### src/rtl/meq_pkg.sv
package meq_pkg;

  // Field widths
  localparam int unsigned TimeW  = 32;
  localparam int unsigned CountW = 32;
  localparam int unsigned CfgW   = 32;
  localparam int unsigned IdxW   = 2;

  // Stream widths, padded to whole bytes
  localparam int unsigned InDataW  = 40;
  localparam int unsigned OutDataW = 72;

  // Configuration register indexes
  localparam logic [IdxW-1:0] RegCooldown = 2'd0;
  localparam logic [IdxW-1:0] RegLevel    = 2'd1;
  localparam logic [IdxW-1:0] RegMode     = 2'd2;

  // Retrigger modes
  localparam logic ModeRepeat   = 1'b0;
  localparam logic ModeDiscrete = 1'b1;

  typedef struct packed {
    logic [TimeW-1:0] cooldown_ms;
    logic             active_level;
    logic             retrigger_mode;
  } cfg_t;

  typedef struct packed {
    logic             sensor_level;
    logic [TimeW-1:0] now_ms;
  } in_item_t;

  typedef struct packed {
    logic              event_started;
    logic              event_ended;
    logic              cooldown_done;
    logic              motion_active;
    logic              cooling_down;
    logic [CountW-1:0] detection_total;
    logic [TimeW-1:0]  last_width_ms;
  } out_item_t;

endpackage

### src/rtl/meq_cfg.sv
module meq_cfg
  import meq_pkg::*;
(
  input  logic            clk,
  input  logic            rst,
  input  logic            cfg_we,
  input  logic [IdxW-1:0] cfg_index,
  input  logic [CfgW-1:0] cfg_data,
  output cfg_t            cfg
);

  // Register file; unknown indexes are dropped
  always_ff @(posedge clk) begin
    if (rst) begin
      cfg <= '0;
    end else if (cfg_we) begin
      case (cfg_index)
        RegCooldown: cfg.cooldown_ms    <= cfg_data[TimeW-1:0];
        RegLevel:    cfg.active_level   <= cfg_data[0];
        RegMode:     cfg.retrigger_mode <= cfg_data[0];
        default: ;
      endcase
    end
  end

endmodule

### src/rtl/meq_eval.sv
module meq_eval
  import meq_pkg::*;
(
  input  logic      clk,
  input  logic      rst,
  input  cfg_t      cfg,
  input  logic      load,
  input  in_item_t  item,
  output out_item_t result
);

  logic              motion_flag;
  logic              holdoff_flag;
  logic [TimeW-1:0]  detect_start_time;
  logic [TimeW-1:0]  last_idle_time;
  logic [CountW-1:0] detect_count;
  logic [TimeW-1:0]  event_width_reg;

  logic              motion_flag_next;
  logic              holdoff_flag_next;
  logic [TimeW-1:0]  detect_start_time_next;
  logic [TimeW-1:0]  last_idle_time_next;
  logic [CountW-1:0] detect_count_next;
  logic [TimeW-1:0]  event_width_reg_next;

  logic [TimeW-1:0] elapsed;
  logic             expired;
  logic             hold_mid;
  logic             line_active;
  logic             started;
  logic             ended;

  // Holdoff expiry, then line sampling once holdoff is clear
  always_comb begin
    elapsed     = item.now_ms - detect_start_time;
    expired     = holdoff_flag && (elapsed > cfg.cooldown_ms);
    hold_mid    = holdoff_flag && !expired;
    line_active = (item.sensor_level == cfg.active_level);
    started     = !hold_mid && line_active &&
                  ((cfg.retrigger_mode == ModeRepeat) || !motion_flag);
    ended       = !hold_mid && !line_active && motion_flag;

    motion_flag_next       = hold_mid ? motion_flag : line_active;
    holdoff_flag_next      = hold_mid || started;
    detect_start_time_next = started ? item.now_ms : detect_start_time;
    last_idle_time_next    = (!hold_mid && !line_active) ? item.now_ms : last_idle_time;
    detect_count_next      = (started && (detect_count != '1)) ?
                             detect_count + 1'b1 : detect_count;
    event_width_reg_next   = ended ? (item.now_ms - last_idle_time) : event_width_reg;

    result.event_started   = started;
    result.event_ended     = ended;
    result.cooldown_done   = expired;
    result.motion_active   = motion_flag_next;
    result.cooling_down    = holdoff_flag_next;
    result.detection_total = detect_count_next;
    result.last_width_ms   = event_width_reg_next;
  end

  // Detector state, advanced once per processed beat
  always_ff @(posedge clk) begin
    if (rst) begin
      motion_flag       <= 1'b0;
      holdoff_flag      <= 1'b0;
      detect_start_time <= '0;
      last_idle_time    <= '0;
      detect_count      <= '0;
      event_width_reg   <= '0;
    end else if (load) begin
      motion_flag       <= motion_flag_next;
      holdoff_flag      <= holdoff_flag_next;
      detect_start_time <= detect_start_time_next;
      last_idle_time    <= last_idle_time_next;
      detect_count      <= detect_count_next;
      event_width_reg   <= event_width_reg_next;
    end
  end

  // Count never goes backward
  a_count_mono: assert property (@(posedge clk) disable iff (rst)
    !$past(rst) |-> detect_count >= $past(detect_count))
    else $error("detection count decreased");

  // A new detection always opens a holdoff window
  a_start_holds: assert property (@(posedge clk) disable iff (rst)
    load && started |=> holdoff_flag && motion_flag)
    else $error("detection without holdoff");

  // While holdoff runs, the line can neither start nor end an event
  a_hold_quiet: assert property (@(posedge clk) disable iff (rst)
    hold_mid |-> !started && !ended)
    else $error("line sampled during holdoff");

endmodule

### src/rtl/motion_event_qualifier_core.sv
// Channel   Dir  Width  Contents
// s_axis    in   40     tdata: sensor_level, now_ms
// m_axis    out  72     tdata: event flags, detection_total, last_width_ms
// cfg       in   2+32   cfg_we, cfg_index, cfg_data (write only)
//
// One beat per cycle sustained while m_axis is ready; a beat accepted on s_axis
// passes the input register, then evaluation into the result register, to m_axis.
// The state update is a 32-bit subtract and compare plus flag logic.
// rst (synchronous) clears configuration, detector state and the valid flags of both registers.
// A stalled m_axis holds its beat; s_axis still takes one more beat into the
// input register, then tready drops until the result register drains.
module motion_event_qualifier_core
  import meq_pkg::*;
(
  input  logic                clk,
  input  logic                rst,
  // cfg
  input  logic                cfg_we,
  input  logic [IdxW-1:0]     cfg_index,
  input  logic [CfgW-1:0]     cfg_data,
  // s_axis
  input  logic                s_axis_tvalid,
  output logic                s_axis_tready,
  input  logic [InDataW-1:0]  s_axis_tdata,   // [0] sensor_level, [32:1] now_ms, [39:33] zero
  // m_axis
  output logic                m_axis_tvalid,
  input  logic                m_axis_tready,
  output logic [OutDataW-1:0] m_axis_tdata    // [0] event_started, [1] event_ended,
                                              // [2] cooldown_done, [3] motion_active,
                                              // [4] cooling_down, [36:5] detection_total,
                                              // [68:37] last_width_ms, [71:69] zero
);

  cfg_t      cfg;
  in_item_t  in_item;
  logic      in_valid;
  out_item_t result;
  out_item_t out_item;
  logic      out_valid;
  logic      advance;

  meq_cfg u_cfg (
    .clk       (clk),
    .rst       (rst),
    .cfg_we    (cfg_we),
    .cfg_index (cfg_index),
    .cfg_data  (cfg_data),
    .cfg       (cfg)
  );

  // Move the held beat into the result register when that slot is free
  assign advance       = in_valid && (!out_valid || m_axis_tready);
  assign s_axis_tready = !in_valid || advance;

  // Input register
  always_ff @(posedge clk) begin
    if (rst) begin
      in_valid <= 1'b0;
    end else if (s_axis_tready) begin
      in_valid <= s_axis_tvalid;
    end
  end

  always_ff @(posedge clk) begin
    if (s_axis_tvalid && s_axis_tready) begin
      in_item.sensor_level <= s_axis_tdata[0];
      in_item.now_ms       <= s_axis_tdata[TimeW:1];
    end
  end

  meq_eval u_eval (
    .clk    (clk),
    .rst    (rst),
    .cfg    (cfg),
    .load   (advance),
    .item   (in_item),
    .result (result)
  );

  // Result register
  always_ff @(posedge clk) begin
    if (rst) begin
      out_valid <= 1'b0;
    end else if (advance) begin
      out_valid <= 1'b1;
    end else if (m_axis_tready) begin
      out_valid <= 1'b0;
    end
  end

  always_ff @(posedge clk) begin
    if (advance) begin
      out_item <= result;
    end
  end

  assign m_axis_tvalid = out_valid;
  assign m_axis_tdata  = {3'b000,
                          out_item.last_width_ms,
                          out_item.detection_total,
                          out_item.cooling_down,
                          out_item.motion_active,
                          out_item.cooldown_done,
                          out_item.event_ended,
                          out_item.event_started};

  // A started beat leaves motion and holdoff set and a nonzero count
  a_start_flags: assert property (@(posedge clk) disable iff (rst)
    out_valid && out_item.event_started |->
      out_item.motion_active && out_item.cooling_down && (out_item.detection_total != '0))
    else $error("started beat with inconsistent flags");

  // An ended beat clears motion and cannot be in holdoff
  a_end_flags: assert property (@(posedge clk) disable iff (rst)
    out_valid && out_item.event_ended |->
      !out_item.motion_active && !out_item.cooling_down && !out_item.event_started)
    else $error("ended beat with inconsistent flags");

  // Expiry without a same-beat retrigger leaves holdoff clear
  a_expire_clear: assert property (@(posedge clk) disable iff (rst)
    out_valid && out_item.cooldown_done && !out_item.event_started |->
      !out_item.cooling_down)
    else $error("holdoff still set after expiry");

endmodule
### config.mk
export PLATFORM = sky130hd
export DESIGN_NAME = motion_event_qualifier_core
export DESIGN_NICKNAME = d
export VERILOG_FILES = /design/src/rtl/meq_pkg.sv /design/src/rtl/meq_cfg.sv /design/src/rtl/meq_eval.sv /design/src/rtl/motion_event_qualifier_core.sv
export SDC_FILE = /design/constraint.sdc
export NUM_CORES = 1
export LEC_CHECK = 0
export ABC_AREA = 1
export BUFFER_PORTS_ARGS = -buffer_cell sky130_fd_sc_hd__buf_2
export CAP_MARGIN = 30
export CORE_AREA = 2 2 224 171
export CTS_CLUSTER_SIZE = 40
export DETAILED_ROUTE_END_ITERATION = 10
export DIE_AREA = 0 0 226 173
export PLACE_DENSITY = 0.73
export SETUP_SLACK_MARGIN = 0.1
export SYNTH_ARGS = -nofsm -noshare
export SYNTH_HDL_FRONTEND = slang
export SYNTH_SLANG_ARGS = --single-unit
### constraint.sdc
create_clock -name clk -period 7.5 [get_ports clk]
set_input_delay 1.5 -clock clk [delete_from_list [all_inputs] [get_ports clk]]
set_output_delay 1.5 -clock clk [all_outputs]
set_load 0.005 [all_outputs]
==> results.md <==
- For this run, the detailed router's first-pass iteration total came to 7.
- In the synthesized netlist, the cells that appear most often are nand2_1 (618), inv_1 (346), nor2_1 (255).
- After routing, the total negative slack on setup checks comes to 0 ns.
- For this block, the initial DRC count from the detailed router was 1125.
- The wire length of the first global-routing pass is 67400 um.
- The total overflow left after global routing is 0.
- For the pin with the worst max-slew slack, the measured transition is 0.970 ns.
- For this design, the CTS-stage hold fixing added 0 buffers.
- In this run the deepest clock path goes through 3 buffers.
- The path type of the worst min-delay path is flip-flop to flip-flop.
- The worst-case IR drop observed on VDD is 0.000170 V.
- Yosys printed 0 warnings.
- The TritonCTS clock tree is done.
- Gates resized during post-CTS repair numbered 0.
- Once layout is done, the placed cells without fillers occupy 18200 um2.
- The floorplan step set the die height to 173 um.
- The relative slew slack is between 30% and 40%.
- The register with the most flip-flops in the layout has 69 of them.
- The completed layout was analyzed and its total power is 3.89 mW.
- The cell area reported after detailed placement is 17300 um2.
- Entering global routing, the biggest net connects 94 pins.
- By area the synthesized netlist is led by dfxtp_1 (20%), edfxtp_1 (19%), nand2_1 (14%).
- Setup repair after global routing left no endpoint under its margin.
- The clock reaches the later pin of the worst-skew pair after 0.56 ns.
- For this run, design rule violations remaining after detail routing come to 0.
- The final worst clock skew is 0.0147 ns.
- The via count of the first global-routing pass was 13400.
- The number of inserted filler cells in the final layout is 3635.
- The final layout contains routed wiring with a total length of 40900 um.
- Counting flops with a built-in enable in the synthesized netlist gives between 100 and 150.
- Based on the critical path, the design can be clocked at up to 179 MHz.
- Of all nets on the critical path, the largest fanout is 80.
- The top flip-flop cell by instance count after synthesis is dfxtp_1.
- STA classifies the critical path startpoint as a flip-flop.
- The number of post-CTS setup repair buffers is 0.
- The tree is rooted in a clkbuf_16.
- The critical path data required time is just under 8 ns.
- In the routed layout, each cell is associated on average with a via count of 4.98.
- The count of final max-slew check failures is 0.
- The area of the die is 39100 um2.
- The tightest hold path in the finished design has a slack of 0.461 ns.
- The fraction of the yosys area taken by sequential cells is 39.1%.
- STA puts the critical path data arrival time at about 5.9 ns.
- The die is 226 um wide.
- Row generation in the floorplan step produced around 60 rows.
- Once the floorplan was initialized, standard cells occupied 44.5% of the core.
- The H-tree level count is 1.
- The initial antenna violation count is 0.
- The placeable core region is 36700 um2.
- After clock tree synthesis, the clock-pin slew on the worst setup and hold paths is 0.06 ns.
- The worst setup path is of the flip-flop to flip-flop kind.
- The half-perimeter wire length after placement is 30300 um.
- The total clock buffers created by CTS is 28.
- In the synthesized netlist, the number of instances is 2282.
- Power spread over the standard cell area amounts to around 210 nW/um2.
- The worst path in the final design needs a cycle of 5.57 ns, including I/O delays and setup.
- Summed over its instances, the top area cell type makes up 20.3% of the synthesized netlist area.
- CTS saw 268 sinks.
- The sort of element at the end of the critical path is a flip-flop.
- The number of flip-flops and latches in the synthesized netlist is 268.
- The count of nets left with antenna violations after detail routing is 0.
- The repair_antennas step left the layout with diodes totalling 0.
- The number of primary I/O pins is ~150.
- From synthesis to final layout, the design area changed by 11.6%.
- The congestion estimate from routability-driven global placement came to 0.930.
- For this run, asynchronously set or reset flops after synthesis account for 0%.
- The most frequent cell after synthesis is nand2_1.
- For this run, the post-layout net count is 2561.
- The run finished with clean final reports.
- The mean cell area of the mapped netlist is roughly 7.2 um2.
- Port buffering added 142 buffers.
- Max-cap violations in this run came to 0.
- The overall global routing resource usage is 20.9%.
- The largest total area in the synthesized netlist belongs to dfxtp_1.
- The wire length per cell is between 10 and 15 um.
- In this run, distinct cell masters in the synthesized netlist total 48.
- After synthesis the cells add up to 16300 um2.
- The share of the clock period used by the worst path after layout is approximately 74%.
- The static leakage is 8.73 nW.
- The share of final-layout standard cells stronger than drive strength 1 is between 10% and 20%.
- The final setup violation count is 0.
- The final count of hold timing violations was 0.
- The vias after detailed routing is approximately 15000.
## placed cells by master (no fill, tap or decap), drive strengths merged, types with 7 or more instances in the layout
cell type  count
a21oi        156
buf          151
clkbuf        40
clkinv         7
dfxtp        166
edfxtp       102
ha            95
inv          352
nand2        635
nand3        132
nand4         76
nor2         266
nor3          23
o21ai         86
xnor2         10
xor2          60
## cell families after synthesis
logic type / share of synthesized area, %
other: 0.0229
XOR/XNOR: 3.80
AO/OA/AOI/OAI: 8.64
flip-flops: 39.1
AND/OR/NAND/NOR: 30.2
adder cells (fa/ha/maj): 7.52
buffers and inverters: 10.8
## worst max-delay path: stages (launching register included)
cell      delay (ns)
edfxtp_1        0.47
ha_1            0.39
a21oi_1         0.16
nand2_1         0.09
a21oi_1         0.39
o21bai_2        0.17
a21boi_0        0.31
o21ai_1         0.21
nand2_1         0.10
nand2_1         0.07
xor2_1          0.14
ha_1            0.29
nand2_1         0.07
nor2_1          0.14
nand2_1         0.14
nor2_2          0.22
nand2_1         0.08
nand2_1         0.08
nand2_2         0.15
nand2_8         0.45
nand3_2         0.72
nand2_1         0.27
nand2_1         0.14
## routing by layer
metal / global-route usage, % / up-vias / routed length, um
met1: 30.7 / 6618 / 20200
met2: 32.7 / 344 / 17700
met4: 4.36 / 0 / 714
li1: - / 7496 / -
met3: 2.87 / 50 / 2250
met5: 0 / - / 0
## power breakdown
part           internal, mW  switching [mW]  total, mW  leakage [nW]
Combinational         0.302           0.547      0.849          5.96
Clock                 0.783           0.585       1.37         0.424
Sequential             1.61          0.0607       1.67          2.34
Total                  2.70            1.19       3.89          8.73
## path summary, 6_finish.rpt
path                               startpoint          endpoint  slack, ns  depth (start not counted)
worst max-delay path               in_item[2]  m_axis_tdata[43]       1.93                         22
worst min-delay path            u_cfg.cfg[30]     u_cfg.cfg[30]       0.46                          2
worst max register to register     in_item[2]  m_axis_tdata[43]       1.93                         22
worst min register to register  u_cfg.cfg[30]     u_cfg.cfg[30]       0.46                          2
## stage by stage
| stage | std cells | utilization (%) | worst slack (ns) |
|---|---|---|---|
| final | 2911 | 49.7 | 1.93 |
| after global placement | 2859 | 47.3 | 2.00 |
| after detailed placement | 2859 | 47.3 | 1.94 |
| after global routing | 2911 | 49.7 | 1.31 |
| after CTS | 2911 | 49.7 | 1.91 |
| after floorplan | 2284 | - | 2.83 |
## area by class of cell
cell class	count	area (um2)	area share, %
Clock inverter	12	125	0.686
Clock buffer	40	767	4.21
Sequential cell	268	6390	35.0
Inverter	352	1330	7.27
Tap cell	504	631	3.46
Timing Repair Buffer	151	781	4.28
Multi-Input combinational cell	1584	8220	45.1
(Power assumes the default switching activity.)
